--- src/hdl/obbc_pkg.sv ---
// ----------------------------------------------------------------------------
// Oriented box pair collision: shared package
// Sizes, the stored box record, result record and controller/datapath links.
// ----------------------------------------------------------------------------
package obbc_pkg;

    localparam int MAX_BOXES = 32;
    localparam int CNT_W     = $clog2(MAX_BOXES + 1);
    localparam int IDX_W     = $clog2(MAX_BOXES);
    localparam int AW        = 41;
    localparam int BW        = 18;
    localparam int PCNT_W    = 5;
    localparam logic [PCNT_W-1:0] PROJ_LAST = PCNT_W'(16);

    typedef struct packed {
        logic [15:0]        entity;
        logic               imm;
        logic signed [31:0] cx;
        logic signed [31:0] cy;
        logic signed [31:0] rmin_x;
        logic signed [31:0] rmin_y;
        logic signed [31:0] rmax_x;
        logic signed [31:0] rmax_y;
        logic signed [15:0] cs;
        logic signed [15:0] sn;
        logic [30:0]        radius;
    } t_box;

    typedef struct packed {
        logic [15:0]        earlier;
        logic [15:0]        newer;
        logic signed [31:0] push_x;
        logic signed [31:0] push_y;
        logic signed [15:0] normal_x;
        logic signed [15:0] normal_y;
        logic [30:0]        depth;
    } t_res;

    typedef struct packed {
        logic              in_ready;
        logic              load_in;
        logic              prep;
        logic              rd_en;
        logic [IDX_W-1:0]  rd_addr;
        logic              circ1;
        logic              circ2;
        logic              proj;
        logic [PCNT_W-1:0] pcnt;
        logic              pass;
        logic              ovl;
        logic              sat;
        logic              pick;
        logic              px;
        logic              py;
        logic              fin;
        logic              emit;
        logic              flush;
        logic              wr_en;
        logic [IDX_W-1:0]  wr_addr;
    } t_cmd;

    typedef struct packed {
        logic in_valid;
        logic in_first;
        logic circ_skip;
        logic circ_far;
        logic sat_fail;
        logic pend_valid;
        logic out_free;
    } t_sts;

endpackage

--- src/hdl/obbc_ctrl.sv ---
// ----------------------------------------------------------------------------
// Oriented box pair collision: controller
// Walks the stored boxes for each request and sequences the datapath.
// ----------------------------------------------------------------------------
module obbc_ctrl (
    input  logic           i_clk,
    input  logic           i_rst_n,
    input  obbc_pkg::t_sts i_sts,
    output obbc_pkg::t_cmd o_cmd
);
    import obbc_pkg::*;

    typedef enum logic [16:0] {
        S_IDLE  = 17'd1,
        S_PREP  = 17'd1 << 1,
        S_READ  = 17'd1 << 2,
        S_CIRC1 = 17'd1 << 3,
        S_CIRC2 = 17'd1 << 4,
        S_CIRC3 = 17'd1 << 5,
        S_PROJ  = 17'd1 << 6,
        S_OVL   = 17'd1 << 7,
        S_SAT   = 17'd1 << 8,
        S_PICK  = 17'd1 << 9,
        S_PX    = 17'd1 << 10,
        S_PY    = 17'd1 << 11,
        S_FIN   = 17'd1 << 12,
        S_EMIT  = 17'd1 << 13,
        S_NEXT  = 17'd1 << 14,
        S_FLUSH = 17'd1 << 15,
        S_STORE = 17'd1 << 16
    } t_state;

    t_state r_state, n_state;
    logic [CNT_W-1:0] r_count, n_count, r_idx, n_idx;
    logic [PCNT_W-1:0] r_pcnt, n_pcnt;
    logic r_pass, n_pass;

    always_comb begin
        n_state = r_state;
        n_count = r_count;
        n_idx   = r_idx;
        n_pcnt  = r_pcnt;
        n_pass  = r_pass;
        o_cmd   = '0;
        o_cmd.rd_addr = r_idx[IDX_W-1:0];
        o_cmd.wr_addr = r_count[IDX_W-1:0];
        o_cmd.pcnt    = r_pcnt;
        o_cmd.pass    = r_pass;
        case (r_state)
            S_IDLE: begin
                o_cmd.in_ready = 1'b1;
                if (i_sts.in_valid) begin
                    o_cmd.load_in = 1'b1;
                    if (i_sts.in_first) begin
                        n_count = '0;
                    end
                    n_state = S_PREP;
                end
            end
            S_PREP: begin
                o_cmd.prep = 1'b1;
                n_idx = '0;
                if (r_count == CNT_W'(MAX_BOXES)) begin
                    n_state = S_IDLE;
                end else if (r_count == '0) begin
                    n_state = S_FLUSH;
                end else begin
                    n_state = S_READ;
                end
            end
            S_READ: begin
                o_cmd.rd_en = 1'b1;
                n_state = S_CIRC1;
            end
            S_CIRC1: begin
                o_cmd.circ1 = 1'b1;
                n_state = S_CIRC2;
            end
            S_CIRC2: begin
                o_cmd.circ2 = 1'b1;
                n_state = i_sts.circ_skip ? S_NEXT : S_CIRC3;
            end
            S_CIRC3: begin
                n_pcnt = '0;
                n_pass = 1'b0;
                n_state = i_sts.circ_far ? S_NEXT : S_PROJ;
            end
            S_PROJ: begin
                o_cmd.proj = 1'b1;
                if (r_pcnt == PROJ_LAST) begin
                    n_state = S_OVL;
                end else begin
                    n_pcnt = r_pcnt + 1'b1;
                end
            end
            S_OVL: begin
                o_cmd.ovl = 1'b1;
                n_state = S_SAT;
            end
            S_SAT: begin
                if (i_sts.sat_fail) begin
                    n_state = S_NEXT;
                end else begin
                    o_cmd.sat = 1'b1;
                    if (!r_pass) begin
                        n_pass  = 1'b1;
                        n_pcnt  = '0;
                        n_state = S_PROJ;
                    end else begin
                        n_state = S_PICK;
                    end
                end
            end
            S_PICK: begin
                o_cmd.pick = 1'b1;
                n_state = S_PX;
            end
            S_PX: begin
                o_cmd.px = 1'b1;
                n_state = S_PY;
            end
            S_PY: begin
                o_cmd.py = 1'b1;
                n_state = S_FIN;
            end
            S_FIN: begin
                o_cmd.fin = 1'b1;
                n_state = S_EMIT;
            end
            S_EMIT: begin
                if (!i_sts.pend_valid || i_sts.out_free) begin
                    o_cmd.emit = 1'b1;
                    n_state = S_NEXT;
                end
            end
            S_NEXT: begin
                n_idx = r_idx + 1'b1;
                n_state = (n_idx == r_count) ? S_FLUSH : S_READ;
            end
            S_FLUSH: begin
                if (!i_sts.pend_valid) begin
                    n_state = S_STORE;
                end else if (i_sts.out_free) begin
                    o_cmd.flush = 1'b1;
                    n_state = S_STORE;
                end
            end
            S_STORE: begin
                o_cmd.wr_en = 1'b1;
                n_count = r_count + 1'b1;
                n_state = S_IDLE;
            end
            default: begin
                n_state = S_IDLE;
            end
        endcase
    end

    always_ff @(posedge i_clk) begin
        if (!i_rst_n) begin
            r_state <= S_IDLE;
            r_count <= '0;
            r_idx   <= '0;
            r_pcnt  <= '0;
            r_pass  <= 1'b0;
        end else begin
            r_state <= n_state;
            r_count <= n_count;
            r_idx   <= n_idx;
            r_pcnt  <= n_pcnt;
            r_pass  <= n_pass;
        end
    end

    a_count_range: assert property (@(posedge i_clk) disable iff (!i_rst_n)
        r_count <= CNT_W'(MAX_BOXES))
        else $error("box count beyond table size");

    a_read_in_table: assert property (@(posedge i_clk) disable iff (!i_rst_n)
        o_cmd.rd_en |-> (r_idx < r_count))
        else $error("read of an entry outside the table");

    a_emit_holds: assert property (@(posedge i_clk) disable iff (!i_rst_n)
        (r_state == S_EMIT && i_sts.pend_valid && !i_sts.out_free) |=> (r_state == S_EMIT))
        else $error("result dropped while output register busy");

    a_store_counts: assert property (@(posedge i_clk) disable iff (!i_rst_n)
        (r_state == S_STORE) |=> (r_count == $past(r_count) + 1'b1))
        else $error("stored box not counted");

endmodule

--- config.mk ---
export PLATFORM = sky130hd
export DESIGN_NAME = obbc_ctrl
export DESIGN_NICKNAME = d
export VERILOG_FILES = /design/src/hdl/obbc_pkg.sv /design/src/hdl/obbc_ctrl.sv
export SDC_FILE = /design/constraint.sdc
export NUM_CORES = 1
export LEC_CHECK = 0
export BUFFER_PORTS_ARGS = -buffer_cell sky130_fd_sc_hd__buf_4
export CAP_MARGIN = 20
export CELL_PAD_IN_SITES_DETAIL_PLACEMENT = 0
export CELL_PAD_IN_SITES_GLOBAL_PLACEMENT = 1
export CORE_ASPECT_RATIO = 2
export CORE_MARGIN = 1.5
export CORE_UTILIZATION = 30
export CTS_CLUSTER_SIZE = 16
export DETAILED_ROUTE_END_ITERATION = 12
export PLACE_DENSITY_LB_ADDON = 0.1
export SETUP_SLACK_MARGIN = 0.3
export SLEW_MARGIN = 20
export SYNTH_ARGS = -nofsm -noshare
export SYNTH_HDL_FRONTEND = slang
export SYNTH_SLANG_ARGS = --single-unit
--- constraint.sdc ---
create_clock -name i_clk -period 2.32 [get_ports i_clk]
set_clock_uncertainty 0.1 [all_clocks]
set_input_delay 0.348 -clock i_clk [delete_from_list [all_inputs] [get_ports i_clk]]
set_output_delay 0.348 -clock i_clk [all_outputs]
set_load 0.05 [all_outputs]
==> impl_metrics.py <==
metrics = {
    "run_status": {
        "outcome": "complete, but fails checks",
        "violations": "negative setup slack",
    },
    "sta": {
        "hold_viol_final": 0,
        "max_freq_mhz": 375,
        "fin_crit_ps": 2670,
        "slew_headroom_pct": 53.6,
        "rsz0062_at_grt": "yes",
        "setup_ws_ps": -346,
        "hold_ws_ps": 145,
        "worstMarginPinSlew_ps": 696,
        "fin_crit_sh_pct": 115,
        "slew_viol_final": 0,
        "setup_viol": 34,
    },
    "routing": {
        "viasPerCell": 4.92,
        "dr.pass1.iters": 4,
        "totalWireLength_um": 6490,
        "drt-initial-drc-count": 83,
        "wire_per_inst_um": 14.8,
        "vias": 2149,
        "postRouteAntennaNets": 0,
        "post-route-drc-count": 0,
    },
    "hold_path": {
        "min_path_type": "input pin to register",
    },
    "clock_network": {
        "clkSinkCount": 35,
        "path_clk_slew_ps": 50,
        "clk_path_buf_depth": 2,
        "root_buffer": "clkbuf_16",
        "cts_buffers": 5,
        "cts_tree": "yes",
        "hold_buffers": 0,
        "clk_latency_ps": 280,
        "htreeDepth": 2,
    },
    "placement": {
        "place_area_um2": 2850,
        "gp_congestion": 0.807,
        "io_buffers": 40,
        "post-dp-hpwl_um": 4930,
    },
    "critical_path": {
        "critPathMaxFanout": 5,
        "startpoint_type": "register",
        "critPathSlowestCell": "or4_4",
        "slowest_delay_ps": 590,
        "crit_family": "simple AND/OR/NAND/NOR gates",
        "endpoint_kind": "output pin",
        "cp.required_ps": 1870,
        "critPathBufInv": 1,
        "path_cells": "or4_4, or4_4, nor4_4, buf_6",
        "cp_common_cell": "or4_4",
        "cp.arrival_ps": 2220,
        "critPathKind": "register to output pin",
    },
    "synthesis": {
        "postSynthAreaPerCell_um2": 8.25,
        "async_flop_share_pct": 0,
        "syn_area_um2": 2090,
        "synth_top_cell_area_share_pct": 33.6,
        "synth_edf_count": 0,
        "seq_area_frac_synth_pct": 33.6,
        "ys_ff_latch": 35,
        "synth_warnings": 0,
        "netlist-cell-type-count": 46,
        "synth_top_area_cell": "dfxtp_1",
        "synthCells": 253,
        "ys.flop_type": "dfxtp_1",
        "syn_nets": 267,
        "synthTopCellsByArea": "dfxtp_1, xnor2_1, nor2_1, buf_4, xor2_1",
    },
    "global_routing": {
        "antenna_found_initial": 0,
        "overflow": 0,
        "grt_max_degree": 17,
        "grt_usage_pct": 19.0,
        "grt_pass1_vias": 2214,
        "grt_pass1_wl_um": 10600,
    },
    "finish": {
        "seqCellArea_um2": 708,
        "diodes": 0,
        "syn_to_final_growth_pct": 66.8,
        "final_common_cell": "buf_4",
        "design_area_um2": 3480,
        "fillers": 678,
        "multi_input_area_um2": 1550,
        "layout_common_cells": "buf_4, dfxtp_1, buf_6",
        "fin_nets": 362,
        "drive_gt1_share_pct": 49.6,
    },
    "power": {
        "power.total_mw": 1.58,
        "leakage_nw": 1.43,
        "power_density_nw_per_um2": 453,
        "ir_drop_uv": 473,
    },
    "die": {
        "rows": 42,
        "die_y_um": 121,
        "pin_count": 41,
        "core_area_um2": 6670,
        "start_util_pct": 31.3,
        "die_x_um": 62.0,
        "die-area_um2": 7500,
    },
    "job": {
        "maxCapViolCount": 0,
    },
}
-- report_power, final --
group	total [mW]	switching, mW	internal [mW]
clock network	0.703	0.246	0.457
logic	0.265	0.136	0.129
registers	0.609	0.00296	0.606
-- metal layers --
metal / up-vias / GRT usage, % / wire length [um]
met5: - / 0 / 0
met4: 0 / 6.65 / 148
met3: 9 / 2.88 / 177
met2: 42 / 37.0 / 3930
met1: 1011 / 18.5 / 2240
li1: 1087 / - / -
-- synthesized netlist by cell type, types with 5 or more instances --
master / count
a21oi_1: 10
and2_1: 9
and3_1: 7
buf_4: 11
dfxtp_1: 35
ha_1: 5
inv_1: 10
nand2_1: 15
nand3_1: 12
nor2_1: 25
nor3_1: 11
nor3b_1: 5
nor4_1: 5
o21ai_0: 11
or3_1: 5
or4_1: 5
xnor2_1: 11
xor2_1: 9
-- repair_timing --
action                                  CTS  global route
buffers inserted                         16             6
endpoints found under the setup margin   46            49
pin swaps                                20            11
resized for setup                        54            27
-- cell families after synthesis --
group,count (synthesis),synth area share (%)
mux,1,0.479
compound gates,35,9.95
buf+inv,26,7.01
flops,35,33.6
xor+xnor,20,8.39
fa+ha+maj,5,3.00
simple gates,131,37.6
-- worst reg2reg max path, cell delays in order, from the launching register on --
cell	delay [ps]
dfxtp_2	310
or4_4	550
or4_4	590
buf_4	170
buf_6	100
or4_4	460
nor2_4	110
nor2_2	50
a21oi_2	110
-- flip-flops by register name, summed over array words and instances (netlist names) --
register,count
r_pcnt,5
r_state,17
r_pass,1
r_count,6
r_idx,6
-- area by class of cell --
cell class,count,area share (%)
Clock buffer,8,4.49
Inverter,10,1.19
Timing Repair Buffer,104,26.3
Sequential cell,35,20.3
Tap cell,88,3.16
Multi-Input combinational cell,192,44.5
-- metrics by stage --
step / setup WS, ps / util [%] / cells / TNS, ps
floorplan: -555 / - / 253 / -7700
global placement: -179 / 42.7 / 407 / -3060
detailed placement: -206 / 42.7 / 407 / -3280
CTS: -340 / 50.1 / 431 / -6280
global route: -399 / 52.2 / 437 / -10580
finish: -346 / 52.2 / 437 / -7060
-- path summary, 6_finish.rpt --
path                            depth (start not counted)  slack [ps]         from          to
worst max-delay path                                    4        -350  r_state[16]   o_cmd[13]
worst max register to register                          8        -310  r_state[16]  r_state[6]
worst min-delay path                                    2         150     i_sts[4]  r_state[5]
worst min register to register                          2         400     r_idx[5]    r_idx[5]
Note: power is estimated with default switching activity, not from simulation.
